`config.mk`:
```
export PLATFORM = sky130hd
export DESIGN_NAME = rpt_add
export DESIGN_NICKNAME = d
export VERILOG_FILES = /design/src/rpt_pkg.sv /design/src/rpt_add.sv
export SDC_FILE = /design/constraint.sdc
export NUM_CORES = 1
export LEC_CHECK = 0
export BUFFER_PORTS_ARGS = -buffer_cell sky130_fd_sc_hd__buf_2
export CORE_AREA = 5 5 190 192
export DETAILED_ROUTE_END_ITERATION = 16
export DIE_AREA = 0 0 195 197
export GPL_TIMING_DRIVEN = 0
export PLACE_DENSITY = 0.71
export SKIP_LAST_GASP = 1
export SLEW_MARGIN = 25
export SYNTH_ARGS = -nofsm -noshare
export SYNTH_HDL_FRONTEND = slang
export SYNTH_SLANG_ARGS = --single-unit
```
`constraint.sdc`:
```
create_clock -name clk -period 8.75 [get_ports clk]
set_input_delay 0.875 -clock clk [delete_from_list [all_inputs] [get_ports clk]]
set_output_delay 0.875 -clock clk [all_outputs]
set_load 0.005 [all_outputs]
```
`src/rpt_pkg.sv`:
```
// Shared widths, types and curve coefficients for the RGB polynomial tone curve.
// No dependencies; every module of the block uses this package.
package rpt_pkg;

  // Channel and fixed-point formats
  localparam int SAMPLE_BITS = 16;
  localparam int COEF_BITS   = 24;
  localparam int SHIFT       = COEF_BITS - SAMPLE_BITS;
  localparam int CHANNELS    = 3;
  localparam int TERMS       = 6;

  // Horner accumulator: coefficient sums stay below 2^8 in Q.24, plus sign and margin
  localparam int ACC_W  = COEF_BITS + 10;
  localparam int PROD_W = ACC_W + SAMPLE_BITS + 1;

  typedef logic [SAMPLE_BITS-1:0]   sample_t;
  typedef logic signed [ACC_W-1:0]  acc_t;
  typedef logic signed [PROD_W-1:0] prod_t;

  typedef sample_t [CHANNELS-1:0] sample_vec_t;
  typedef acc_t    [CHANNELS-1:0] acc_vec_t;
  typedef prod_t   [CHANNELS-1:0] prod_vec_t;

  // Data that rides along the pipeline next to the accumulators
  typedef struct packed {
    sample_vec_t x;
    sample_t     alpha;
    logic        last;
  } side_t;

  // Rounding bias for the product scale-down
  localparam prod_t HALF = prod_t'(PROD_W'(1) << (SAMPLE_BITS - 1));

  localparam longint unsigned C_ONE = 64'd1 << COEF_BITS;

  // Coefficients c1..c6 per channel (red, green, blue), signed Q.COEF_BITS,
  // rounded to nearest
  localparam acc_t CURVE_COEF [CHANNELS][TERMS] = '{
    '{  acc_t'((5954 * C_ONE + 5000) / 10000),
       -acc_t'((1492 * C_ONE + 500) / 1000),
        acc_t'((1917 * C_ONE + 50) / 100),
       -acc_t'((4504 * C_ONE + 50) / 100),
        acc_t'((4123 * C_ONE + 50) / 100),
       -acc_t'((1347 * C_ONE + 50) / 100) },
    '{  acc_t'((58 * C_ONE + 50) / 100),
       -acc_t'((3916 * C_ONE + 500) / 1000),
        acc_t'((2603 * C_ONE + 50) / 100),
       -acc_t'((5052 * C_ONE + 50) / 100),
        acc_t'((4109 * C_ONE + 50) / 100),
       -acc_t'((1228 * C_ONE + 50) / 100) },
    '{  acc_t'((3487 * C_ONE + 5000) / 10000),
       -acc_t'((1835 * C_ONE + 500) / 1000),
        acc_t'((1292 * C_ONE + 50) / 100),
       -acc_t'((1909 * C_ONE + 50) / 100),
        acc_t'((9679 * C_ONE + 500) / 1000),
       -acc_t'((1066 * C_ONE + 500) / 1000) }
  };

endpackage

```
`src/rpt_add.sv`:
```
// Pipeline stage: round the product back to Q.COEF_BITS and add the next coefficient.
// Depends on rpt_pkg for types, widths and the rounding bias.
module rpt_add (
  input  logic               clk,
  input  logic               rst,
  input  logic               valid_up,
  output logic               ready_up,
  input  rpt_pkg::prod_vec_t prod_up,
  input  rpt_pkg::side_t     side_up,
  input  rpt_pkg::acc_vec_t  coef,
  output logic               valid_dn,
  input  logic               ready_dn,
  output rpt_pkg::acc_vec_t  acc_dn,
  output rpt_pkg::side_t     side_dn
);
  import rpt_pkg::*;

  acc_vec_t acc_next;
  prod_t    biased;

  assign ready_up = !valid_dn || ready_dn;

  // Round to nearest, ties away from zero: negative products get one less bias
  always_comb begin
    biased = '0;
    for (int c = 0; c < CHANNELS; c++) begin
      biased      = prod_up[c] + (prod_up[c][PROD_W-1] ? HALF - prod_t'(1) : HALF);
      acc_next[c] = $signed(biased[SAMPLE_BITS +: ACC_W]) + $signed(coef[c]);
    end
  end

  always_ff @(posedge clk) begin
    if (rst) begin
      valid_dn <= 1'b0;
    end else if (ready_up) begin
      valid_dn <= valid_up;
    end
  end

  always_ff @(posedge clk) begin
    if (ready_up && valid_up) begin
      acc_dn  <= acc_next;
      side_dn <= side_up;
    end
  end

endmodule

```
After elaboration in Yosys (flattened, before gate mapping)
Cells that the tools add are included.
- flip-flop bits (word level): 168
- output and inout port bits: 169
- input port bits: 324
- reductions and logical operators: 3
- add/sub/neg operators: 6
- mux-type cells: 3
- operator list (kind ; count):
    adder 50 x 17 -> 50 bit ; 3
    adder 34 bit ; 3
    two-way mux 16 bit ; 3
    logical AND 1 bit ; 1
    zero test 1 bit ; 1
    logical OR 1 bit ; 1

Longest topological paths before layout
Gate-level depths: netlist of the first run.
- depth in word-level cells: 3
- gate-level depth with buffers: 22
- depth with buffers taken out: 21

Least setup slack after synthesis of the first run
No wires, ideal clock.
- kind: input -> register
- start point: in ready_dn
- end point: reg acc_dn[0] in the netlist's numbering (enable)
- data required time: 8202 ps
- stages on the path: 2
- data arrival time: 4861 ps
- setup time: 548 ps
- buffers on the path: 0
- slack: 3341 ps
- cells stage by stage: nand2b_1 and2_1
- word-level cells in the longest chain between the ends: 2
- RTL lines (what ; RTL line ; source):
    from (decl) ; rpt_add.sv:12 ; input logic ready_dn,
    logical OR 1 bit ; rpt_add.sv:21 ; assign ready_up = !valid_dn || ready_dn;
    logical AND 1 bit ; rpt_add.sv:41 ; if (ready_up && valid_up) begin
    to (signal assigned) ; rpt_add.sv:42 ; acc_dn <= acc_next;
    to (decl) ; rpt_add.sv:13 ; output rpt_pkg::acc_vec_t acc_dn,
Every way passes these cells.
A chain may end at the register's enable or synchronous reset.

==> impl_metrics.ini, run 1 <==
[placement]
post-place-cells = 2200
port_buffers = 492
place.gp.congestion = 0.918
hpwl_um = 33300

[drt]
ant_nets = 0
vias = 11791
drt_wl_total_um = 40100
dr.pass1.iters = 5
wire_per_inst_um = 17.9
drt_iter0_drc = 536
drt_drc_violations_left = 0
via_per_inst = 5.27

[layout]
final_common_cell = buf_2
syn2layout_area_growth_pct = 29.1
num-fill-cells = 3194
stdcell_count = 2238
finish.net_count = 2235
final_layout_size_suffix_gt1_frac = 0.311
final_cell_mix = 496 x buf_2, 167 x edfxtp_1, 144 x ha_1

[synthesis]
synth_cell_types = 65
synth_edf_count = 167
netlist_area_mm2 = 0.0128
syn_nets = 1721
ys_seq_elements = 168
synth_area_leader_cell = edfxtp_1
ys_seq_area_frac = 0.394
syn_area_per_cell_um2 = 10.2
synth_ff_type = edfxtp_1
syn_inst = 1250
yosys_warnings = 0
synth.top_cell.area_share = 0.392
yosys-top-cells-area = edfxtp_1 39%, ha_1 14%, xnor2_1 9.5%
synth-async-reset-ratio = 0

[timing]
rsz0062_at_grt = false
tightestPinTransition_ns = 0.868
period_share = 0.672
max_freq_ghz = 0.170
finalSetupTns_ns = 0
setup_viol = 0
finalCriticalPeriod_ns = 5.88
maxSlewHeadroom = 0.414
hold_viol = 0
skew_ns = 0.0116
maxSlewViolCount = 0

[setup_path]
path_class = input pin to flip-flop
worstPathMaxFanout = 16
critPathMaxStageDelay_ns = 0.46
crit_slowest_cell = nor3_2
critical_path_required_ns = 8.95
cp.arrival_ns = 6.08
worstPathCellList = buf_2, inv_1, ha_1, nand3_1, o21a_1, o2111a_1, nor3b_1, nand4_1, nor3_2, buf_2, nand3_1, xnor2_1, ha_1, a21oi_1, o211ai_1, a221oi_2, o32ai_1, a211o_1, a41o_1, a311o_1, o31ai_4, xnor2_1
cp-start-kind = input pin
end_kind = flip-flop

[power_and_ir_drop]
p_leak_nw = 7.36
switching_power_mw = 0.827
p_sw_frac = 0.324
p_comb_frac = 0.290
power_density_mw_per_mm2 = 155
seq_power_share = 0.403
ir_drop_uv = 134
p_int_mw = 1.73
clockPowerShare = 0.307

[cts]
cts_tree = yes
postCtsSetupRepairBufs = 0
cts_root_buffer = clkbuf_16
path_clk_slew_ns = 0.08
cts_hold_buf = 0
clockBufferDepth = 2
htreeDepth = 4
worstSkewPairLatency_ns = 0.45
cts_inserted_buffers = 17
cts_sinks = 168
cts-resized-gates = 0

[die]
dieHeight_um = 197
dieArea_mm2 = 0.0384
die_x_um = 195
io_pins = 493
initial_core_util = 0.374
coreArea_mm2 = 0.0342
row_count = 68

[global_route]
grt_pass1_wl_um = 61200
grt-ovfl-total = 0
grt_max_degree = 51
grtUsageTotal = 0.198
grt_pass1_vias = 11766
antenna_found_initial = 9

[min_path]
worstHoldPathType = flip-flop to flip-flop

[outcome]
outcome = complete, no violations

[flow_run]
drv_cap = 0
power groups by stage:
stage | sequential, mW | clock, mW | combinational, mW
5_1_grt | 1.04 | 0.842 | 0.825
2_1_floorplan | 1.06 | 0 | 0.420
6_report | 1.03 | 0.785 | 0.740
3_3_place_gp | 1.06 | 0 | 0.714
4_1_cts | 1.03 | 0.810 | 0.742
3_5_place_dp | 1.05 | 0 | 0.736
flip-flops by register name, summed over array words and instances, names as in the netlist:
signal    cells
acc_dn      102
side_dn      65
valid_dn      1
routing by layer:
| layer | up-vias | part of all wire | GRT usage |
|---|---|---|---|
| met2 | 454 | 0.49 | 0.334 |
| met5 | - | 0.00085 | 0 |
| met1 | 5490 | 0.40 | 0.236 |
| li1 | 5745 | - | - |
| met3 | 96 | 0.081 | 0.0605 |
| met4 | 6 | 0.034 | 0.0846 |
per-stage QoR:
| stage | cell area (um^2) | total power [mW] | utilization | hold WS, ns | worst slack, ns |
|---|---|---|---|---|---|
| finish | 16500 | 2.55 | 0.483 | 0.537 | 2.87 |
| global route | 16500 | 2.70 | 0.483 | 0.546 | 2.42 |
| CTS | 16500 | 2.58 | 0.482 | 0.529 | 2.94 |
| detailed placement | 15900 | 1.78 | 0.465 | 0.515 | 2.46 |
| global placement | 15800 | 1.77 | 0.463 | 0.494 | 1.45 |
| floorplan | 12800 | 1.48 | - | 0.522 | 3.34 |
layout make-up:
| type | count | area [um^2] | area share |
|---|---|---|---|
| multi-input combinational | 1019 | 7510 | 0.455 |
| sequential | 168 | 5030 | 0.305 |
| timing repair buffer | 495 | 2530 | 0.153 |
| tap | 455 | 569 | 0.0345 |
| clock buffer | 17 | 425 | 0.0258 |
| clock inverter | 15 | 176 | 0.0107 |
| inverter | 47 | 176 | 0.0107 |
| buffer | 16 | 66.3 | 0.00402 |
| antenna | 6 | 15.0 | 0.000910 |
path summary, 6_finish.rpt:
| check | slack (ns) | start | cells past startpoint | end |
|---|---|---|---|---|
| max | 2.87 | prod_up[152] | 22 | acc_dn[101] |
| min | 0.54 | valid_dn | 2 | valid_dn |
| max reg2reg | 7.04 | valid_dn | 3 | acc_dn[43] |
| min reg2reg | 0.54 | valid_dn | 2 | valid_dn |
synthesized netlist by cell type (all sizes together) (11+ instances only):
cell    count
o21a       18
o21bai     20
nor2b      13
nand2b     19
inv        47
nor3       21
xor2       48
nand3      50
edfxtp    167
nor2       70
a211oi     25
nand4      36
o21ai      61
a21oi      91
and3       31
xnor2     139
a21o       47
nand2      83
clkbuf     12
and4       11
ha        144
worst max-delay path, delay by kind of cell:
| kind | cells | cell delay [ns] |
|---|---|---|
| and+or+nand+nor | 5 | 1.20 |
| buffers and inverters | 3 | 0.65 |
| adders and majority gates | 2 | 0.69 |
| AOI/OAI and AO/OA | 10 | 2.45 |
| xor gates and xnor gates | 2 | 0.23 |
cells by family after synthesis:
logic type / Yosys count / share of synthesized area
DFF: 168 / 0.394
xor gates and xnor gates: 187 / 0.128
AOI/OAI and AO/OA: 325 / 0.169
adders and majority gates: 147 / 0.146
buffers and inverters: 63 / 0.0190
and+or+nand+nor: 360 / 0.145
Power figures use the tool's default switching activity.
==> run 2: changes to the inputs <==
==> constraint.sdc (replaced) <==
create_clock -name clk -period 5.6 [get_ports clk]
set_input_delay 0.56 -clock clk [delete_from_list [all_inputs] [get_ports clk]]
set_output_delay 0.56 -clock clk [all_outputs]
set_load 0.005 [all_outputs]
==> run 2 against run 1 <==
Clock skew about the same. Via count increased by 0.47%. Global-route usage is the same. Utilization up 0.30 points. Sequential power increased by 56%. Largest cell class unchanged. Cell count grew 0.36%.
==> impl_metrics.ini, run 2 (synthesized netlist as in run 1, its figures left out) <==
[outcome]
outcome = complete, no violations

[drt]
wire_per_inst_um = 17.9
drt_iter0_drc = 577
drt_wl_total_um = 40200
via_per_inst = 5.27
ant_nets = 0
dr.pass1.iters = 5
drt_drc_violations_left = 0
vias = 11846

[die]
row_count = 68
die_x_um = 195
coreArea_mm2 = 0.0342
dieHeight_um = 197
initial_core_util = 0.374
dieArea_mm2 = 0.0384
io_pins = 493

[cts]
cts_inserted_buffers = 17
path_clk_slew_ns = 0.08
worstSkewPairLatency_ns = 0.45
cts_root_buffer = clkbuf_16
cts_hold_buf = 0
htreeDepth = 4
clockBufferDepth = 2
cts_sinks = 168
cts_tree = yes

[timing]
period_share = 0.954
setup_viol = 0
maxSlewHeadroom = 0.410
hold_viol = 0
maxSlewViolCount = 0
skew_ns = 0.0113
max_freq_ghz = 0.187
tightestPinTransition_ns = 0.874
finalCriticalPeriod_ns = 5.34
worst_slack_ns = 0.259
finalSetupTns_ns = 0

[power_and_ir_drop]
p_leak_nw = 7.42
power_density_mw_per_mm2 = 241
ir_drop_uv = 210
fin_total_pwr_mw = 4.00

[global_route]
grt_pass1_vias = 11766
grt-ovfl-total = 0
grtUsageTotal = 0.198
grt_max_degree = 51
grt_pass1_wl_um = 61200
antenna_found_initial = 9

[placement]
pre_cts_slack_ns = -0.376
post_dp_cell_area_mm2 = 0.0159
port_buffers = 492
hpwl_um = 33300
place.gp.congestion = 0.918
post-place-cells = 2200

[layout]
final_cell_mix = 494 x buf_2, 167 x edfxtp_1, 144 x ha_1
finalInstanceArea_mm2 = 0.0166
top_register = acc_dn
stdcell_count = 2246
top_regs = acc_dn x102, side_dn x65, valid_dn x1
largest_register_ffs = 102
syn2layout_area_growth_pct = 29.9
final_common_cell = buf_2
num-fill-cells = 3193
finish.net_count = 2243
final_layout_size_suffix_gt1_frac = 0.317

[flow_run]
drv_cap = 0

[setup_path]
worstPathMaxFanout = 16
end_kind = flip-flop
critical_path_required_ns = 5.80
path_class = input pin to flip-flop
cp.arrival_ns = 5.54
cp-start-kind = input pin

[min_path]
worstHoldPathType = input pin to flip-flop
run 2: timing repair:
action / in CTS / in global routing
gates resized for setup: 0 / 11
setup endpoints to repair: 0 / 14
buffers inserted: 0 / 8
hold endpoints to repair: 0 / 0
run 2: worst paths after layout:
path	slack [ns]	start	cells after the start	to
max	0.26	prod_up[152]	23	acc_dn[101]
min	0.25	rst	2	valid_dn
max reg2reg	3.89	valid_dn	3	acc_dn[43]
min reg2reg	0.55	valid_dn	2	valid_dn
run 2: final cells by class:
type / count / area [um^2] / area share
Clock buffer: 17 / 425 / 0.0256
Buffer: 16 / 70.1 / 0.00422
Timing Repair Buffer: 503 / 2590 / 0.156
Inverter: 47 / 176 / 0.0106
Sequential cell: 168 / 5030 / 0.303
Antenna cell: 6 / 15.0 / 0.000904
Tap cell: 455 / 569 / 0.0343
Multi-Input combinational cell: 1019 / 7550 / 0.455
Clock inverter: 15 / 176 / 0.0106
run 2: report_power, final:
group	total [mW]	internal (mW)	switching [mW]
Combinational	1.16	0.524	0.640
Clock	1.23	0.606	0.621
Sequential	1.61	1.57	0.0367
Total	4.00	2.70	1.30
run 2: worst max-delay path: stages:
cell and delay (ns):
clkbuf_4 0.20, ha_1 0.31, a31o_2 0.13, a21o_1 0.11
a211oi_1 0.07, o2111a_1 0.27, nor3b_1 0.28, nand4_1 0.26
nor3_4 0.33, clkbuf_4 0.26, nand3_1 0.11, xnor2_1 0.14
ha_1 0.38, a21oi_1 0.21, o211ai_1 0.14, a221oi_2 0.19
buf_4 0.17, o32ai_2 0.11, a211o_1 0.36, a41o_1 0.29
a311o_1 0.36, o31ai_4 0.21, xnor2_1 0.09
run 2: layer usage:
layer	vias up	track usage	wire length, um
met4	6	0.0846	1360
met1	5524	0.236	15900
met2	451	0.334	19600
li1	5767	-	-
met5	-	0	34
met3	98	0.0605	3310
run 2: metrics by stage:
stage                     utilization  hold WS [ns]
after floorplan                     -         0.522
after global placement          0.463         0.494
after detailed placement        0.465         0.515
after CTS                       0.482         0.216
after global routing            0.486         0.231
final                           0.486         0.248
