--- src/rpt_pkg.sv ---
// Shared widths, types and curve coefficients for the RGB polynomial tone curve.
// No dependencies; every module of the block uses this package.
package rpt_pkg;

  // Channel and fixed-point formats
  localparam int SAMPLE_BITS = 16;
  localparam int COEF_BITS   = 24;
  localparam int SHIFT       = COEF_BITS - SAMPLE_BITS;
  localparam int CHANNELS    = 3;
  localparam int TERMS       = 6;

  // Horner accumulator: coefficient sums stay below 2^8 in Q.24, plus sign and margin
  localparam int ACC_W  = COEF_BITS + 10;
  localparam int PROD_W = ACC_W + SAMPLE_BITS + 1;

  typedef logic [SAMPLE_BITS-1:0]   sample_t;
  typedef logic signed [ACC_W-1:0]  acc_t;
  typedef logic signed [PROD_W-1:0] prod_t;

  typedef sample_t [CHANNELS-1:0] sample_vec_t;
  typedef acc_t    [CHANNELS-1:0] acc_vec_t;
  typedef prod_t   [CHANNELS-1:0] prod_vec_t;

  // Data that rides along the pipeline next to the accumulators
  typedef struct packed {
    sample_vec_t x;
    sample_t     alpha;
    logic        last;
  } side_t;

  // Rounding bias for the product scale-down
  localparam prod_t HALF = prod_t'(PROD_W'(1) << (SAMPLE_BITS - 1));

  localparam longint unsigned C_ONE = 64'd1 << COEF_BITS;

  // Coefficients c1..c6 per channel (red, green, blue), signed Q.COEF_BITS,
  // rounded to nearest
  localparam acc_t CURVE_COEF [CHANNELS][TERMS] = '{
    '{  acc_t'((5954 * C_ONE + 5000) / 10000),
       -acc_t'((1492 * C_ONE + 500) / 1000),
        acc_t'((1917 * C_ONE + 50) / 100),
       -acc_t'((4504 * C_ONE + 50) / 100),
        acc_t'((4123 * C_ONE + 50) / 100),
       -acc_t'((1347 * C_ONE + 50) / 100) },
    '{  acc_t'((58 * C_ONE + 50) / 100),
       -acc_t'((3916 * C_ONE + 500) / 1000),
        acc_t'((2603 * C_ONE + 50) / 100),
       -acc_t'((5052 * C_ONE + 50) / 100),
        acc_t'((4109 * C_ONE + 50) / 100),
       -acc_t'((1228 * C_ONE + 50) / 100) },
    '{  acc_t'((3487 * C_ONE + 5000) / 10000),
       -acc_t'((1835 * C_ONE + 500) / 1000),
        acc_t'((1292 * C_ONE + 50) / 100),
       -acc_t'((1909 * C_ONE + 50) / 100),
        acc_t'((9679 * C_ONE + 500) / 1000),
       -acc_t'((1066 * C_ONE + 500) / 1000) }
  };

endpackage

--- src/rpt_sat.sv ---
// Output stage: scale the Q.COEF_BITS result to a sample code and clamp it.
// Depends on rpt_pkg; its registers drive the block's result channel.
module rpt_sat (
  input  logic                 clk,
  input  logic                 rst,
  input  logic                 valid_up,
  output logic                 ready_up,
  input  rpt_pkg::acc_vec_t    acc_up,
  input  rpt_pkg::side_t       side_up,
  output logic                 valid_dn,
  input  logic                 ready_dn,
  output rpt_pkg::sample_vec_t y_dn,
  output rpt_pkg::sample_t     alpha_dn,
  output logic                 last_dn
);
  import rpt_pkg::*;

  sample_vec_t y_next;
  acc_t        rounded;

  assign ready_up = !valid_dn || ready_dn;

  // Clamp non-positive results to zero, round up on ties, saturate at full scale
  always_comb begin
    rounded = '0;
    for (int c = 0; c < CHANNELS; c++) begin
      rounded = acc_up[c] + acc_t'(ACC_W'(1) << (SHIFT - 1));
      if (acc_up[c][ACC_W-1] || (acc_up[c] == '0)) begin
        y_next[c] = '0;
      end else if (|rounded[ACC_W-1:SHIFT+SAMPLE_BITS]) begin
        y_next[c] = '1;
      end else begin
        y_next[c] = rounded[SHIFT +: SAMPLE_BITS];
      end
    end
  end

  always_ff @(posedge clk) begin
    if (rst) begin
      valid_dn <= 1'b0;
    end else if (ready_up) begin
      valid_dn <= valid_up;
    end
  end

  always_ff @(posedge clk) begin
    if (ready_up && valid_up) begin
      y_dn     <= y_next;
      alpha_dn <= side_up.alpha;
      last_dn  <= side_up.last;
    end
  end

endmodule

--- config.mk ---
export PLATFORM = sky130hd
export DESIGN_NAME = rpt_sat
export DESIGN_NICKNAME = d
export VERILOG_FILES = /design/src/rpt_pkg.sv /design/src/rpt_sat.sv
export SDC_FILE = /design/constraint.sdc
export NUM_CORES = 1
export LEC_CHECK = 0
export BUFFER_PORTS_ARGS = -buffer_cell sky130_fd_sc_hd__buf_2
export CAP_MARGIN = 40
export CORE_UTILIZATION = 30
export DETAILED_ROUTE_END_ITERATION = 8
export PLACE_DENSITY_LB_ADDON = 0.08
export REMOVE_ABC_BUFFERS = 1
export SLEW_MARGIN = 25
export SYNTH_ARGS = -nofsm -noshare
export SYNTH_HDL_FRONTEND = slang
export SYNTH_SLANG_ARGS = --single-unit
--- constraint.sdc ---
create_clock -name clk -period 2.9 [get_ports clk]
set_clock_uncertainty 0.15 [all_clocks]
set_input_delay 0.58 -clock clk [delete_from_list [all_inputs] [get_ports clk]]
set_output_delay 0.58 -clock clk [all_outputs]
set_load 0.05 [all_outputs]
# Yosys cells after proc, flatten, opt, wreduce, memory -nomap -nowiden
# Cells that the tools add are included.
# word_totals
regBits,66
input_bits,171
out_inout_bits,67
elab_cells,24
# op_classes
addsub,3
n_mux,3
reduce_logical,12
# op_table
operator,n
34-bit by 9-bit adder with 34-bit output (second input constant),3
34-bit zero test,3
16-bit two-way mux,3
10-bit OR reduction,3
1-bit logical OR,4
1-bit logical AND,1
1-bit zero test,1

# Depth between registers and ports, before layout
# depth
depth_word,3
ltp_mapped,9
depth_no_buf,7

# Least setup slack after synthesis
# OpenSTA, ideal clock, no wires.
# synth_path
path_type,input port to flip-flop
startpoint,input port ready_dn
endpoint,"register alpha_dn[0], enable pin"
t_arrival_ns,2.653
required_time_ns,2.320
setup_slack_ns,-0.332
path_stages,2
path_cell_list,nand2b_1 > and2_1
# synth_between
elab_chain_cells,2
# synth_rtl
item,line,source
start: declaration,rpt_sat.sv:11,"input logic ready_dn,"
1-bit logical OR,rpt_sat.sv:21,assign ready_up = !valid_dn || ready_dn;
1-bit logical AND,rpt_sat.sv:47,if (ready_up && valid_up) begin
end signal: assignment,rpt_sat.sv:49,alpha_dn <= side_up.alpha;
end: declaration,rpt_sat.sv:13,"output rpt_pkg::sample_t alpha_dn,"
# Every way passes these cells.
# A chain may end at the register's enable or synchronous reset.

# Worst setup path after layout
# layout_path
startpoint,input port acc_up[7] in the netlist's numbering
endpoint,register y_dn[14] in the netlist's numbering (data pin)
# layout_between
elab_chain_cells,3
word_cells_on_any_way,5
cone_classes,1 x add/sub; 1 x mux; 3 x reduce/logical
# layout_rtl
item,line,source
start: declaration,rpt_sat.sv:8,"input rpt_pkg::acc_vec_t acc_up,"
34-bit by 9-bit adder with 34-bit output,rpt_sat.sv:27,rounded = acc_up[c] + acc_t'(ACC_W'(1) << (SHIFT - 1));
10-bit OR reduction,rpt_sat.sv:30,end else if (|rounded[ACC_W-1:SHIFT+SAMPLE_BITS]) begin
16-bit two-way mux,rpt_sat.sv:30,
end signal: assignment,rpt_sat.sv:48,y_dn <= y_next;
end: declaration,rpt_sat.sv:12,"output rpt_pkg::sample_vec_t y_dn,"
# Parallel ways exist; a longest one is shown, timed or not.

==> report_table.html <==
<table>
<tr><th>Metric</th><th>Value</th></tr>
<tr><th colspan="2">Power</th></tr>
<tr><td>Total power draw</td><td>2.703 mW</td></tr>
<tr><td>Leakage dissipation</td><td>2.300 nW</td></tr>
<tr><td>Highest ir drop seen on vdd</td><td>roughly 250 µV</td></tr>
<tr><td>Total power per unit cell area</td><td>approximately 470 mW/mm²</td></tr>
<tr><th colspan="2">Drt</th></tr>
<tr><td>Count of nets left with antenna violations after detail routing</td><td>0</td></tr>
<tr><td>Drt via density</td><td>between 5 and 6</td></tr>
<tr><td>Number of vias in the routed layout</td><td>slightly below 4,000</td></tr>
<tr><td>Aggregate routed wire length</td><td>11,600 µm</td></tr>
<tr><td>Detail-routed net length per standard cell</td><td>14.76 µm</td></tr>
<tr><td>DRC</td><td>0</td></tr>
<tr><td>Number of violations reported at the end of detailed-routing iteration 0</td><td>approximately 220</td></tr>
<tr><td>TritonRoute pass-1 iters</td><td>4</td></tr>
<tr><th colspan="2">Timing</th></tr>
<tr><td>Final Worst Setup Slack</td><td>0.4233 ns</td></tr>
<tr><td>Worst Hold Margin</td><td>0.2442 ns</td></tr>
<tr><td>Worst Tran Pin Value</td><td>0.5217 ns</td></tr>
<tr><td>Final min period</td><td>2.477 ns</td></tr>
<tr><td>Unrepaired setup endpoints after global routing</td><td>false</td></tr>
<tr><td>Final sum of negative setup slack</td><td>0 ns</td></tr>
<tr><td>Final count of pins violating max slew</td><td>0</td></tr>
<tr><td>Slew headroom</td><td>65.03%</td></tr>
<tr><td>Portion of the clock cycle consumed by the worst path in the final layout</td><td>around 85%</td></tr>
<tr><td>Hold violation total from the final report</td><td>0</td></tr>
<tr><td>Final setup viols</td><td>0</td></tr>
<tr><td>Maximum achievable frequency</td><td>0.4038 GHz</td></tr>
<tr><th colspan="2">Min path</th></tr>
<tr><td>Hold worst-path end</td><td>valid_dn</td></tr>
<tr><td>Class of the tightest hold or removal check</td><td>in -&gt; reg</td></tr>
<tr><td>Worst Hold Launch</td><td>rst</td></tr>
<tr><td>Number of stages on the worst hold path</td><td>2</td></tr>
<tr><th colspan="2">Global routing</th></tr>
<tr><td>Tot GR Track Use</td><td>16.35%</td></tr>
<tr><td>Largest net degree at the start of global routing</td><td>66</td></tr>
<tr><td>Initial antenna violation count</td><td>0</td></tr>
<tr><td>Number of global-route vias before repair</td><td>3,707</td></tr>
<tr><td>Global-route wire length before repair</td><td>between 15,000 and 20,000 µm</td></tr>
<tr><td>Global route total overflow</td><td>0</td></tr>
<tr><th colspan="2">Worst setup path</th></tr>
<tr><td>Worst reg-to-reg path cell count</td><td>3</td></tr>
<tr><td>Endpoint of the lowest-slack register-to-register path</td><td>y_dn[44]</td></tr>
<tr><td>Critical Path Start Type</td><td>input port</td></tr>
<tr><td>Critical path data required time</td><td>2.82 ns</td></tr>
<tr><td>Worst reg2reg startpoint</td><td>valid_dn</td></tr>
<tr><td>CP Max Fanout</td><td>13</td></tr>
<tr><td>Critical setup path kind</td><td>in -&gt; reg</td></tr>
<tr><td>Worst-case register-to-register setup slack</td><td>1.48 ns</td></tr>
<tr><td>Arrival time of data at the critical path endpoint</td><td>2.40 ns</td></tr>
<tr><td>Endpoint class of the critical path</td><td>flop</td></tr>
<tr><th colspan="2">Die</th></tr>
<tr><td>Die W</td><td>119.4 µm</td></tr>
<tr><td>Die height</td><td>119.4 µm</td></tr>
<tr><td>I/O pin cnt</td><td>about 240</td></tr>
<tr><td>Die Footprint</td><td>0.01424 mm²</td></tr>
<tr><td>Starting density of the core</td><td>30.95%</td></tr>
<tr><td>Placeable core region</td><td>0.01335 mm²</td></tr>
<tr><td>Row count</td><td>42</td></tr>
<tr><th colspan="2">Layout</th></tr>
<tr><td>Layout cell share with drive strength beyond 1</td><td>between 40% and 50%</td></tr>
<tr><td>Non-Filler Instances</td><td>786</td></tr>
<tr><td>Area growth from synthesis to layout</td><td>39.10%</td></tr>
<tr><td>Register area</td><td>0.001972 mm²</td></tr>
<tr><td>Final net count</td><td>between 700 and 800</td></tr>
<tr><td>Total area of multi-input combinational cells</td><td>0.002100 mm²</td></tr>
<tr><td>Fillers</td><td>roughly 1,400</td></tr>
<tr><td>Number of antenna cells inserted</td><td>0</td></tr>
<tr><th colspan="2">CTS</th></tr>
<tr><td># H-tree levels</td><td>3</td></tr>
<tr><td>Clock tree from TritonCTS</td><td>done</td></tr>
<tr><td>Post-CTS resize count</td><td>0</td></tr>
<tr><td>TritonCTS Buffers</td><td>9</td></tr>
<tr><td>Worst-Skew Late Latency</td><td>0.33 ns</td></tr>
<tr><td>Hold buffer count at cts</td><td>0</td></tr>
<tr><td>Clock transition time at the flip-flop clock pins of the worst setup and hold paths</td><td>0.06 ns</td></tr>
<tr><td>Master cell of the clock root buffer</td><td>sky130_fd_sc_hd__clkbuf_16</td></tr>
<tr><td>Post-CTS setup-driven buffer insertion count</td><td>0</td></tr>
<tr><td>Number of sinks on the clock net</td><td>66</td></tr>
<tr><td>Maximum count of clock buffers along a single path</td><td>2</td></tr>
<tr><th colspan="2">Logic synthesis</th></tr>
<tr><td>Fraction of synthesis flops using an asynchronous set or reset pin</td><td>0%</td></tr>
<tr><td>Synthesized instance count</td><td>390</td></tr>
<tr><td>Synthesized flop and latch total</td><td>66</td></tr>
<tr><td>Portion of netlist area occupied by mux cells</td><td>0.7571%</td></tr>
<tr><td>Yosys cell types</td><td>54</td></tr>
<tr><td>Sequential share of the synthesized area</td><td>47.73%</td></tr>
<tr><td>Yosys top cell area share</td><td>a little under half</td></tr>
<tr><td>Dominant cell type by area after synthesis</td><td>sky130_fd_sc_hd__edfxtp_1</td></tr>
<tr><td>Post-Synthesis Cell Area</td><td>0.004131 mm²</td></tr>
<tr><td>Most frequently used cell type in the post-synthesis netlist</td><td>sky130_fd_sc_hd__edfxtp_1</td></tr>
<tr><td>Biggest area contributors in the synthesized netlist</td><td>sky130_fd_sc_hd__edfxtp_1, sky130_fd_sc_hd__xnor2_1, sky130_fd_sc_hd__xor2_1</td></tr>
<tr><td>Dominant combinational cell family by area after synthesis</td><td>simple AND/OR/NAND/NOR gates</td></tr>
<tr><td>Complex-gate fraction of the synthesized area</td><td>14.08%</td></tr>
<tr><td>Synth Warn #</td><td>0</td></tr>
<tr><td>Synth Area in XOR/XNOR</td><td>about 11%</td></tr>
<tr><td>Post-synthesis share of cell area spent on full adders, half adders and majority gates</td><td>0.9085%</td></tr>
<tr><td>Primary flip-flop cell chosen by synthesis mapping</td><td>sky130_fd_sc_hd__edfxtp_1</td></tr>
<tr><td>Post-synthesis simple-gate area fraction</td><td>24.23%</td></tr>
<tr><td>Mean cell area of the mapped netlist</td><td>between 10 and 15 µm²</td></tr>
<tr><td>Number of flops mapped to enable cells by yosys</td><td>65</td></tr>
<tr><td>Leading cell types by count after synthesis</td><td>sky130_fd_sc_hd__edfxtp_1, sky130_fd_sc_hd__a21oi_1, sky130_fd_sc_hd__xnor2_1, sky130_fd_sc_hd__nand2_1, sky130_fd_sc_hd__nor4_1</td></tr>
<tr><th colspan="2">Place</th></tr>
<tr><td>Number of I/O port buffers</td><td>189</td></tr>
<tr><td>Final HPWL from detailed placement</td><td>9041 µm</td></tr>
<tr><td>Weighted congestion at the end of routability-driven global placement</td><td>a little over 0.8</td></tr>
<tr><td>Number of placed instances, taps included</td><td>770</td></tr>
<tr><td>Placement-stage worst setup slack</td><td>0.05858 ns</td></tr>
<tr><th colspan="2">Flow run</th></tr>
<tr><td>Number of violations of the max-capacitance limit</td><td>0</td></tr>
<tr><th colspan="2">Status</th></tr>
<tr><td>Result of the run</td><td>finished, final reports clean</td></tr>
</table>
[stage by stage]
step / utilization [%] / area (µm²)
after floorplan: - / 4093
after global placement: 41.02 / 5475
after detailed placement: 41.02 / 5475
after CTS: 43.05 / 5747
after global routing: 43.05 / 5747
final: 43.05 / 5747
[flip-flops by register name, indices dropped and copies added (netlist names)]
| register | cells |
|---|---|
| last_dn | 1 |
| valid_dn | 1 |
| y_dn | 48 |
| alpha_dn | 16 |
[cells in the final DEF, fill, tap and decap left out, types with 6 or more instances in the layout]
cell type	n
sky130_fd_sc_hd__nor4_1	24
sky130_fd_sc_hd__buf_2	189
sky130_fd_sc_hd__nor2_1	17
sky130_fd_sc_hd__nor3_1	13
sky130_fd_sc_hd__a21oi_2	10
sky130_fd_sc_hd__nand2_1	26
sky130_fd_sc_hd__a21oi_1	39
sky130_fd_sc_hd__edfxtp_1	65
sky130_fd_sc_hd__xnor2_1	28
sky130_fd_sc_hd__buf_4	18
sky130_fd_sc_hd__nand4_1	20
sky130_fd_sc_hd__clkbuf_16	9
sky130_fd_sc_hd__xor2_1	23
sky130_fd_sc_hd__inv_1	6
sky130_fd_sc_hd__and4_1	7
sky130_fd_sc_hd__nand3_1	22
sky130_fd_sc_hd__and3_1	19
[worst max-delay path, stage by stage]
cell	delay (ns)
sky130_fd_sc_hd__buf_2	0.09
sky130_fd_sc_hd__ha_1	0.16
sky130_fd_sc_hd__nand3_1	0.11
sky130_fd_sc_hd__or4_4	0.54
sky130_fd_sc_hd__nor4b_4	0.30
sky130_fd_sc_hd__o22ai_2	0.11
sky130_fd_sc_hd__nor3_4	0.23
sky130_fd_sc_hd__buf_12	0.18
sky130_fd_sc_hd__a21oi_1	0.08
[report_power, final]
group	internal, mW	total [mW]	switching [mW]
clock	0.580	0.997	0.417
sequential	1.11	1.13	0.0118
combinational	0.177	0.579	0.402
total	1.87	2.70	0.831
[layout make-up]
type / count / area share (%)
multi-input combinational: 311 / 36.53
tap: 176 / 3.832
sequential: 66 / 34.31
clock buffer: 10 / 3.984
inverter: 6 / 0.3919
timing repair buffer: 211 / 20.20
clock inverter: 6 / 0.7403
[worst max path at each step]
stage / from / end / depth (start not counted)
2_1_floorplan: ready_dn / alpha_dn[0] / 2
3_3_place_gp: acc_up[7] / y_dn[14] / 9
3_5_place_dp: acc_up[7] / y_dn[0] / 9
4_1_cts: acc_up[7] / y_dn[14] / 9
5_1_grt: acc_up[42] / y_dn[27] / 9
6_report: acc_up[7] / y_dn[14] / 9
[layer usage]
layer  wire, µm  global-route usage [%]
met3        858                   4.358
met2       5477                   27.36
met1       5177                   20.90
met4         90                   3.984
met5          0                       0
[logic make-up after synthesis]
| logic type | Yosys count |
|---|---|
| multiplexers | 3 |
| flip-flops | 66 |
| adder cells (fa/ha/maj) | 3 |
| XOR/XNOR | 51 |
| AND/OR/NAND/NOR | 169 |
| AO/OA/AOI/OAI | 85 |
| buffers and inverters | 13 |
No activity file was read; power rests on OpenSTA's default activity.
